**src/rtl/fasc_pkg.sv**
```systemverilog
// Package for the flight-aware sleep controller: transaction and register types,
// register indexes, sensor mode and sleep cause codes, and reset values.
// Depends on nothing; every other file of the block imports it.
package fasc_pkg;

  localparam int TIME_W   = 32;
  localparam int INACT_W  = 27;
  localparam int GRACE_W  = 22;
  localparam int LDELAY_W = 22;
  localparam int LIDLE_W  = 20;
  localparam int CFG_IDX_W  = 2;
  localparam int CFG_DATA_W = 27;

  // Configuration register indexes.
  localparam logic [CFG_IDX_W-1:0] CFG_INACTIVITY    = 2'd0;
  localparam logic [CFG_IDX_W-1:0] CFG_GRACE         = 2'd1;
  localparam logic [CFG_IDX_W-1:0] CFG_LANDING_DELAY = 2'd2;
  localparam logic [CFG_IDX_W-1:0] CFG_LANDING_IDLE  = 2'd3;

  // Register reset values.
  localparam logic [INACT_W-1:0]  INACT_RESET  = 27'd0;
  localparam logic [GRACE_W-1:0]  GRACE_RESET  = 22'd120000;
  localparam logic [LDELAY_W-1:0] LDELAY_RESET = 22'd300000;
  localparam logic [LIDLE_W-1:0]  LIDLE_RESET  = 20'd10000;

  // Sensor mode codes.
  localparam logic [1:0] MODE_ECONOMY  = 2'd0;
  localparam logic [1:0] MODE_PRECISE  = 2'd1;
  localparam logic [1:0] MODE_FREEFALL = 2'd2;

  // Sleep cause codes.
  localparam logic [1:0] CAUSE_NONE       = 2'd0;
  localparam logic [1:0] CAUSE_LOW_BATT   = 2'd1;
  localparam logic [1:0] CAUSE_LANDING    = 2'd2;
  localparam logic [1:0] CAUSE_INACTIVITY = 2'd3;

  typedef struct packed {
    logic [TIME_W-1:0] now_ms;
    logic [1:0]        sensor_mode;
    logic              in_jump;
    logic              menu_open;
    logic              game_running;
    logic              sleep_lock;
    logic              usb_present;
    logic              battery_low;
    logic              user_activity;
  } in_item_t;

  typedef struct packed {
    logic       sleep_request;
    logic [1:0] sleep_cause;
    logic       flight_blocked;
  } out_item_t;

  typedef struct packed {
    logic [INACT_W-1:0]  inactivity_timeout_ms;
    logic [GRACE_W-1:0]  grace_ms;
    logic [LDELAY_W-1:0] landing_delay_ms;
    logic [LIDLE_W-1:0]  landing_idle_ms;
  } cfg_regs_t;

endpackage

```
**src/rtl/fasc_cfg.sv**
```systemverilog
// Configuration register file of the sleep controller: four timing registers
// written through a plain write port. Depends on fasc_pkg.
module fasc_cfg
  import fasc_pkg::*;
(
  input  logic                  clk,
  input  logic                  rst_n,
  input  logic                  cfg_we,
  input  logic [CFG_IDX_W-1:0]  cfg_index,
  input  logic [CFG_DATA_W-1:0] cfg_wdata,
  output cfg_regs_t             regs
);

  cfg_regs_t regs_r;
  cfg_regs_t regs_nxt;

  // Decode the register index and take the low bits of the write data.
  always_comb begin
    regs_nxt = regs_r;
    if (cfg_we) begin
      case (cfg_index)
        CFG_INACTIVITY:    regs_nxt.inactivity_timeout_ms = cfg_wdata[INACT_W-1:0];
        CFG_GRACE:         regs_nxt.grace_ms              = cfg_wdata[GRACE_W-1:0];
        CFG_LANDING_DELAY: regs_nxt.landing_delay_ms      = cfg_wdata[LDELAY_W-1:0];
        CFG_LANDING_IDLE:  regs_nxt.landing_idle_ms       = cfg_wdata[LIDLE_W-1:0];
        default:           regs_nxt = regs_r;
      endcase
    end
  end

  always_ff @(posedge clk) begin
    if (!rst_n) begin
      regs_r.inactivity_timeout_ms <= INACT_RESET;
      regs_r.grace_ms              <= GRACE_RESET;
      regs_r.landing_delay_ms      <= LDELAY_RESET;
      regs_r.landing_idle_ms       <= LIDLE_RESET;
    end else begin
      regs_r <= regs_nxt;
    end
  end

  assign regs = regs_r;

endmodule

```
**src/rtl/fasc_core.sv**
```systemverilog
// Decision core of the sleep controller: flight, grace and landing tracking,
// activity time, and the per-tick sleep decision. Depends on fasc_pkg.
module fasc_core
  import fasc_pkg::*;
(
  input  logic      clk,
  input  logic      rst_n,
  input  logic      fire,
  input  in_item_t  item,
  input  cfg_regs_t regs,
  output out_item_t result
);

  logic [TIME_W-1:0] last_act_r, last_act_nxt;
  logic              was_flight_r, was_flight_nxt;
  logic              grace_armed_r, grace_armed_nxt;
  logic [TIME_W-1:0] grace_start_r, grace_start_nxt;
  logic              land_armed_r, land_armed_nxt;
  logic [TIME_W-1:0] land_start_r, land_start_nxt;
  logic [1:0]        prev_mode_r, prev_mode_nxt;

  logic              flight;
  logic              blocked;
  logic              batt_req;
  logic              tail_update;
  logic [TIME_W-1:0] grace_elapsed;
  logic [TIME_W-1:0] idle_elapsed;
  logic [TIME_W-1:0] land_elapsed;
  logic              landing_ok;
  logic              inact_ok;
  logic [1:0]        cause;

  // Flight and grace window; a window opened this tick starts at now_ms.
  always_comb begin
    flight          = (item.sensor_mode != MODE_ECONOMY) || item.in_jump;
    was_flight_nxt  = was_flight_r;
    grace_armed_nxt = grace_armed_r;
    grace_start_nxt = grace_start_r;
    if (flight) begin
      was_flight_nxt  = 1'b1;
      grace_armed_nxt = 1'b0;
    end else if (was_flight_r) begin
      grace_armed_nxt = 1'b1;
      grace_start_nxt = item.now_ms;
      was_flight_nxt  = 1'b0;
    end
    grace_elapsed = item.now_ms - grace_start_nxt;
    blocked  = flight || (grace_armed_nxt &&
               (grace_elapsed < {{(TIME_W-GRACE_W){1'b0}}, regs.grace_ms}));
    batt_req = !blocked && item.battery_low;
    // A low battery request skips the landing and activity updates.
    tail_update = !batt_req;
  end

  // Landing timer, mode history and activity time.
  always_comb begin
    land_armed_nxt = land_armed_r;
    land_start_nxt = land_start_r;
    prev_mode_nxt  = prev_mode_r;
    last_act_nxt   = last_act_r;
    if (tail_update) begin
      if (prev_mode_r != MODE_ECONOMY && item.sensor_mode == MODE_ECONOMY) begin
        land_armed_nxt = 1'b1;
        land_start_nxt = item.now_ms;
      end
      if (prev_mode_r == MODE_ECONOMY && item.sensor_mode != MODE_ECONOMY) begin
        land_armed_nxt = 1'b0;
      end
      prev_mode_nxt = item.sensor_mode;
      if (item.user_activity || (!blocked && item.usb_present)) begin
        last_act_nxt = item.now_ms;
      end
    end
  end

  // Sleep decision: low battery, then landing, then inactivity.
  always_comb begin
    idle_elapsed = item.now_ms - last_act_nxt;
    land_elapsed = item.now_ms - land_start_nxt;
    landing_ok   = land_armed_nxt &&
                   (idle_elapsed >= {{(TIME_W-LIDLE_W){1'b0}}, regs.landing_idle_ms}) &&
                   (land_elapsed >= {{(TIME_W-LDELAY_W){1'b0}}, regs.landing_delay_ms});
    inact_ok     = (regs.inactivity_timeout_ms != '0) &&
                   (idle_elapsed >= {{(TIME_W-INACT_W){1'b0}}, regs.inactivity_timeout_ms});
    if (batt_req) begin
      cause = CAUSE_LOW_BATT;
    end else if (blocked || item.usb_present || item.menu_open ||
                 item.game_running || item.sleep_lock) begin
      cause = CAUSE_NONE;
    end else if (landing_ok) begin
      cause = CAUSE_LANDING;
    end else if (inact_ok) begin
      cause = CAUSE_INACTIVITY;
    end else begin
      cause = CAUSE_NONE;
    end
    result.sleep_request  = (cause != CAUSE_NONE);
    result.sleep_cause    = cause;
    result.flight_blocked = blocked;
  end

  // State advances only when a transaction is processed.
  always_ff @(posedge clk) begin
    if (!rst_n) begin
      last_act_r    <= '0;
      was_flight_r  <= 1'b0;
      grace_armed_r <= 1'b0;
      grace_start_r <= '0;
      land_armed_r  <= 1'b0;
      land_start_r  <= '0;
      prev_mode_r   <= MODE_ECONOMY;
    end else if (fire) begin
      last_act_r    <= last_act_nxt;
      was_flight_r  <= was_flight_nxt;
      grace_armed_r <= grace_armed_nxt;
      grace_start_r <= grace_start_nxt;
      land_armed_r  <= land_armed_nxt;
      land_start_r  <= land_start_nxt;
      prev_mode_r   <= prev_mode_nxt;
    end
  end

`ifndef SYNTHESIS
  // A flight tick always leaves the flight flag set and the grace window closed.
  a_flight_state: assert property (@(posedge clk) disable iff (!rst_n)
    fire && flight |=> was_flight_r && !grace_armed_r)
    else $error("flight tick did not record flight state");

  // A processed tick leaves its own mode as the remembered mode unless a
  // low battery request skipped the update.
  a_mode_track: assert property (@(posedge clk) disable iff (!rst_n)
    fire && tail_update |=> prev_mode_r == $past(item.sensor_mode))
    else $error("mode history not updated");

  // Blocked ticks never produce a landing or inactivity cause.
  a_block_cause: assert property (@(posedge clk) disable iff (!rst_n)
    blocked |-> (cause == CAUSE_NONE))
    else $error("sleep cause raised while blocked");
`endif

endmodule

```
**src/rtl/flight_aware_sleep_controller.sv**
```systemverilog
// Top level of the flight-aware sleep controller: input register, decision
// core, result register and configuration registers. Depends on fasc_pkg,
// fasc_cfg and fasc_core.
//
//   Channel   Ports                           Contents
//   input     in_valid / in_ready / in_data   one tick (in_item_t)
//   result    out_valid / out_ready / out_data one decision (out_item_t)
//   config    cfg_we / cfg_index / cfg_wdata  register writes, no wait state
//
// A tick waits in the input register while the decision logic works on it and
// moves to the result register once the result side can take it. One tick is
// accepted per cycle unless the result stalls; core state updates in a single pass.
// Reset is synchronous and active low; it empties both registers and
// restores the register reset values and the tracking state.
// A stalled result holds both registers, so in_ready falls only when both are full.
module flight_aware_sleep_controller
  import fasc_pkg::*;
(
  input  logic                  clk,
  input  logic                  rst_n,
  input  logic                  in_valid,
  output logic                  in_ready,
  input  in_item_t              in_data,
  output logic                  out_valid,
  input  logic                  out_ready,
  output out_item_t             out_data,
  input  logic                  cfg_we,
  input  logic [CFG_IDX_W-1:0]  cfg_index,
  input  logic [CFG_DATA_W-1:0] cfg_wdata
);

  cfg_regs_t regs;
  in_item_t  in_item_r;
  logic      in_valid_r, in_valid_nxt;
  out_item_t out_item_r;
  out_item_t result;
  logic      out_valid_r, out_valid_nxt;
  logic      advance;

  fasc_cfg u_cfg (
    .clk       (clk),
    .rst_n     (rst_n),
    .cfg_we    (cfg_we),
    .cfg_index (cfg_index),
    .cfg_wdata (cfg_wdata),
    .regs      (regs)
  );

  fasc_core u_core (
    .clk    (clk),
    .rst_n  (rst_n),
    .fire   (advance),
    .item   (in_item_r),
    .regs   (regs),
    .result (result)
  );

  // Handshake control for the two stages.
  always_comb begin
    advance       = in_valid_r && (!out_valid_r || out_ready);
    in_ready      = !in_valid_r || advance;
    in_valid_nxt  = (in_valid && in_ready) || (in_valid_r && !advance);
    out_valid_nxt = advance || (out_valid_r && !out_ready);
  end

  always_ff @(posedge clk) begin
    if (!rst_n) begin
      in_valid_r  <= 1'b0;
      out_valid_r <= 1'b0;
    end else begin
      in_valid_r  <= in_valid_nxt;
      out_valid_r <= out_valid_nxt;
    end
  end

  // Payload registers.
  always_ff @(posedge clk) begin
    if (in_valid && in_ready) begin
      in_item_r <= in_data;
    end
    if (advance) begin
      out_item_r <= result;
    end
  end

  assign out_valid = out_valid_r;
  assign out_data  = out_item_r;

`ifndef SYNTHESIS
  // A waiting tick is never dropped while the result side stalls.
  a_hold_tick: assert property (@(posedge clk) disable iff (!rst_n)
    in_valid_r && !advance |=> in_valid_r)
    else $error("pending tick lost");

  // A processed tick always shows up in the result register.
  a_result_loaded: assert property (@(posedge clk) disable iff (!rst_n)
    advance |=> out_valid_r)
    else $error("processed tick produced no result");

  // The request flag agrees with the cause field.
  a_req_cause: assert property (@(posedge clk) disable iff (!rst_n)
    out_valid_r |-> (out_item_r.sleep_request == (out_item_r.sleep_cause != CAUSE_NONE)))
    else $error("sleep request and cause disagree");
`endif

endmodule

```
**config.mk**
```make
export PLATFORM = sky130hd
export DESIGN_NAME = flight_aware_sleep_controller
export DESIGN_NICKNAME = d
export VERILOG_FILES = /design/src/rtl/fasc_pkg.sv /design/src/rtl/fasc_cfg.sv /design/src/rtl/fasc_core.sv /design/src/rtl/flight_aware_sleep_controller.sv
export SDC_FILE = /design/constraint.sdc
export NUM_CORES = 1
export LEC_CHECK = 0
export BUFFER_PORTS_ARGS = -buffer_cell sky130_fd_sc_hd__buf_2
export CORE_AREA = 2 2 172 174
export CTS_BUF_LIST = sky130_fd_sc_hd__clkbuf_16
export DETAILED_ROUTE_END_ITERATION = 7
export DIE_AREA = 0 0 174 176
export PLACE_DENSITY = 0.85
export SLEW_MARGIN = 0
export SYNTH_ARGS = -nofsm -noshare
export SYNTH_HDL_FRONTEND = slang
export SYNTH_SLANG_ARGS = --single-unit
```
**constraint.sdc**
```tcl
create_clock -name clk -period 24.7 [get_ports clk]
set_clock_uncertainty 0.15 [all_clocks]
set_input_delay 2.47 -clock clk [delete_from_list [all_inputs] [get_ports clk]]
set_output_delay 2.47 -clock clk [all_outputs]
set_load 0.005 [all_outputs]
```
# ---- Word-level counts from Yosys, hierarchy flattened
# Cells that the tools add are included.
dict set report op_classes {
  mux 16
  order_cmp 4
  n_bitwise 1
  n_reduce_logical 40
  addsub 3
  eq_ne 3
}
# op n
set ops {}
lappend ops {{2-to-1 mux 32 bit} 6}
lappend ops {{subtractor 32 bit} 3}
lappend ops {{>= comparator 32 x 20 -> 1 bit} 1}
lappend ops {{>= comparator 32 x 22 -> 1 bit} 1}
lappend ops {{>= comparator 32 x 27 -> 1 bit} 1}
lappend ops {{less-than comparator 32 x 22 -> 1 bit} 1}
lappend ops {{nonzero test 27 bit} 1}
lappend ops {{logical AND 1 bit} 12}
lappend ops {{logical OR 1 bit} 11}
lappend ops {{AND reduction 2 bit} 5}
lappend ops {{2-to-1 mux 2 bit} 4}
lappend ops {{logical NOT 2 bit} 3}
lappend ops {{2-to-1 mux 1 bit} 6}
lappend ops {{nonzero test 2 bit} 3}
lappend ops {{logical NOT 1 bit} 5}
lappend ops {{== test 2 bit (second input constant)} 2}
lappend ops {{== test 2 x 1 -> 1 bit (second input constant)} 1}
lappend ops {{NOT 1 bit} 1}
dict set report word_totals {
  wordCells 92
  in_bits 75
  register_bits 239
}

# ---- Logic depth before layout (Yosys ltp)
dict set report logic_depth {
  word_depth 20
  depth_mapped 52
  depth_no_buf 50
}

# ---- Hierarchy
# A second synthesis with hierarchy kept.
dict set report hier_totals {
  hier_cells 2069
  hier_area_um2 17798.3
}
# mod instances cells_per_inst seq_area_each_um2 area_each_um2
set by_module_without_submodules {}
lappend by_module_without_submodules {fasc_core 1 1668 2021.9 12823.5}
lappend by_module_without_submodules {fasc_cfg 1 347 1821.7 3519.6}
lappend by_module_without_submodules {flight_aware_sleep_controller 1 54 1391.3 1455.1}

# ---- Worst setup path after synthesis
# Ideal clock, no wire load.
dict set report synth_timing {
  kind {flip-flop to flip-flop}
  from {reg in_item_r[8] (netlist bit)}
  to {reg out_item_r, in the netlist out_data[3], data pin}
  t_required_ps 24295
  setup_ps 255
  period_less_slack_ps 10751
  t_arrival_ps 10346
  path_stages_with_launch 48
  slack_ps 13949
  path_cell_list {edfxtp_1 -> nor4b_2 -> clkbuf_1 -> clkbuf_1 -> clkbuf_1 -> mux2i_1 -> ha_1 -> nand3_1 -> nor2_1 -> nand2_1 -> nor3_1 -> nor3b_1 -> o41ai_1 -> a31oi_1 -> xnor2_1 -> ha_1 -> nand4_1 -> or4_1 -> (+12 left out) -> o22ai_1 -> o21ai_0 -> a31oi_1 -> xnor2_1 -> ha_1 -> a21oi_1 -> o21ai_0 -> a221oi_1 -> o21ai_0 -> a311oi_1 -> nand4_1 -> nor4_1 -> and4_1 -> a31oi_1 -> a21o_1 -> o211ai_1 -> o31ai_1 -> o21ba_2}
}
# element line_no
set synth_lines {}
lappend synth_lines {{from (decl)} flight_aware_sleep_controller.sv:33} ;# in_item_t in_item_r;
lappend synth_lines {{from (signal assigned)} flight_aware_sleep_controller.sv:79} ;# in_item_r <= in_data;
lappend synth_lines {{to (signal assigned)} flight_aware_sleep_controller.sv:82} ;# out_item_r <= result;
lappend synth_lines {{to (decl)} flight_aware_sleep_controller.sv:35} ;# out_item_t out_item_r;

==> out/metrics.yaml <==
grt:
  antenna_found_initial: 0
  grt_pass1_wl_um: 77540
  grt_pass1_vias: 14800
  grtUsageTotal_pct: 31.55
  grt_overflow: 0
  grt_max_degree: 103
detailed_routing:
  wirelength_met1_um: 20400
  drtAntennaViolNets: 0
  drc: 1
  highest-signal-layer: "met4"
  vias: 15489
  wl_per_cell_um: 20.00
  wl_met3_um: 3818
  dr.pass1.iters: 7
  wl_met2_um: 22820
  drt-initial-drc-count: 1313
  wl_um: 49260
  via_per_inst: 6.289
placement:
  dpl_worst_slack_ns: 12.40
  dp_cells: 2411
  place_hpwl_um: 37450
  place_congestion: 0.9787
  port_buffers: 80
floorplanning:
  core.rowCount: 62
  core_area_sq_mm: 0.02855
  fp.dieH_um: 176
  chipWidth_um: 174
  start_util_pct: 59.34
  die_area_sq_mm: 0.03062
  ioPinCount: 81
synthesis:
  yosysTopAreaCellShare_pct: 22.93
  yosysWarnings: 0
  avgSynthCellArea_sq_um: 8.369
  synthArstFlopShare_pct: 0
  synth-seq-cells: 239
  ys.flop_type: "dfxtp_1"
  synth_area_leaders: "dfxtp_1, ha_1, edfxtp_1"
  syn_area_sq_mm: 0.01694
  synth_edf_count: 45
  synth_cell_types: 77
  synth_cells: 2024
  syn_nets: 2281
  synth_top_area_cell: "dfxtp_1"
  seq_area_frac_synth_pct: 30.91
worst_setup_path:
  arrival_ns: 12.68
  slowest_stage: "or4b_1"
  setup.worst_path.start_class: "flop"
  cpPeakStageDelay_ns: 0.79
  regToRegSetupSlack_ns: 12.18
  timing_worst_setup_path_type: "reg -> reg"
  worstSetupEndpointType: "flop"
  r2r-start: "in_item_r[8]$_DFFE_PP_"
  required_ns: 24.86
  crit_fanout: 32
  worst_setup_path_startpoint: "in_item_r[8]$_DFFE_PP_"
clocking:
  h-tree-depth: 1
  clock_path_buffers: 3
  postCtsHoldBufs: 0
  cts_setup_buffers: 0
  clk_pin_slew_ns: 0.06
  cts_tree: "built"
  post_cts_resize_count: 0
  cts_sinks: 239
  cts-root-buf: "clkbuf_16"
  clk_latency_ns: 0.57
  cts_buffers: 28
timing:
  worst_pin_slew_ns: 1.064
  maxSlewViolCount: 0
  timing.hold.ws_ns: 0.3157
  rsz0062_at_grt: "false"
  fin_crit_ns: 12.52
  hold_violations: 0
  setup_ws_ns: 12.18
  fmax_mhz: 79.88
  tns_ns: 0
  fin_crit_sh_pct: 50.68
  final-setup-viol-count: 0
  slew_headroom_pct: 27.20
finish:
  antennaDiodeCount: 0
  finalNetCount: 2314
  fin_cells: 2463
  syn_to_final_growth_pct: 8.775
  drive_above_1_share_pct: 7.311
min_path:
  hold_class: "reg -> reg"
  worstHoldStart: "u_cfg.regs[1]$_SDFFE_PN0P_"
status:
  violations: "DRC"
  outcome: "complete, but fails checks"
pwr:
  ir_worst_vdd_mv: 0.05643
  p_leak_nw: 7.854
  power_density_mw_per_mm2: 64.08
job:
  max-cap-violations: 0
synthesized netlist by cell type, drive strengths merged (28+ instances only):
library cell,count
nand2,328
ha,180
a21o,45
a21boi,96
mux2i,91
nor3,28
o211ai,37
o211a,47
edfxtp,45
inv,117
nor2,88
nand3,31
dfxtp,194
xnor2,50
o21ai,113
a21oi,148
clkbuf,74
routing by layer:
| metal | GRT usage (%) | vias to the layer above |
|---|---|---|
| met4 | 13.66 | 0 |
| met5 | 0 | - |
| met3 | 4.543 | 144 |
| met1 | 40.48 | 7330 |
| li1 | - | 7403 |
| met2 | 53.22 | 612 |
flip-flops by register name (all words and copies together), names as in the netlist:
| register | flops |
|---|---|
| in_item_r | 41 |
| in_valid_r | 1 |
| out_data | 4 |
| out_valid | 1 |
| u_cfg.regs | 91 |
| u_core.grace_armed_r | 1 |
| u_core.grace_start_r | 32 |
| u_core.land_armed_r | 1 |
| u_core.land_start_r | 32 |
| u_core.last_act_r | 32 |
| u_core.prev_mode_r | 2 |
| u_core.was_flight_r | 1 |
cell usage in the layout (no fill, tap or decap), drive strengths merged, types with 30 or more instances in the layout:
cell	count
a21boi	96
a21o	45
a21oi	148
buf	88
clkbuf	30
dfxtp	194
edfxtp	45
ha	180
inv	127
mux2i	91
nand2	328
nand3	31
nor2	88
o211a	47
o211ai	37
o21ai	113
xnor2	50
critical path, delay by kind of cell, from the launching register on:
kind,cells,cell delay (ns)
compound gates,22,5.62
xor+xnor,2,0.26
fa+ha+maj,4,1.07
buf+inv,1,0.47
flops,1,0.48
mux,1,0.47
simple gates,16,3.73
logic make-up after synthesis:
family / after synthesis / share of synthesized area [%]
xor+xnor: 76 / 3.930
mux: 92 / 5.444
buf+inv: 202 / 4.609
compound gates: 617 / 24.91
flops: 239 / 30.91
fa+ha+maj: 182 / 13.53
simple gates: 616 / 16.67
power by group:
part / internal (W) / leakage, nW / switching, W
registers: 0.000417 / 2.02 / 0.0000197
clock network: 0.000218 / 0.457 / 0.000170
logic: 0.000145 / 5.38 / 0.000211
total: 0.000780 / 7.85 / 0.000401
cell type report:
class	count	area, sq um
Multi-Input combinational cell	1583	10950
Fill cell	2496	10120
Sequential cell	239	5235
Clock buffer	30	750.7
Tap cell	384	480.5
Timing Repair Buffer	88	462.9
Inverter	117	441.7
Clock inverter	22	108.9
worst paths after layout:
check	end	cells after the start
hold reg to reg	u_cfg.regs[1]$_SDFFE_PN0P_	2
setup / recovery	out_data[3]$_DFFE_PP_	46
hold / removal	u_cfg.regs[1]$_SDFFE_PN0P_	2
setup reg to reg	out_data[3]$_DFFE_PP_	46
through the flow:
stage	area [sq um]	power (W)	utilization, %
floorplan	16940	0.0006962	-
global placement	17570	0.0007809	61.53
detailed placement	17570	0.0007919	61.53
CTS	18430	0.001178	64.54
global route	18430	0.001241	64.54
finish	18430	0.001181	64.54
Power figures use the tool's default switching activity.
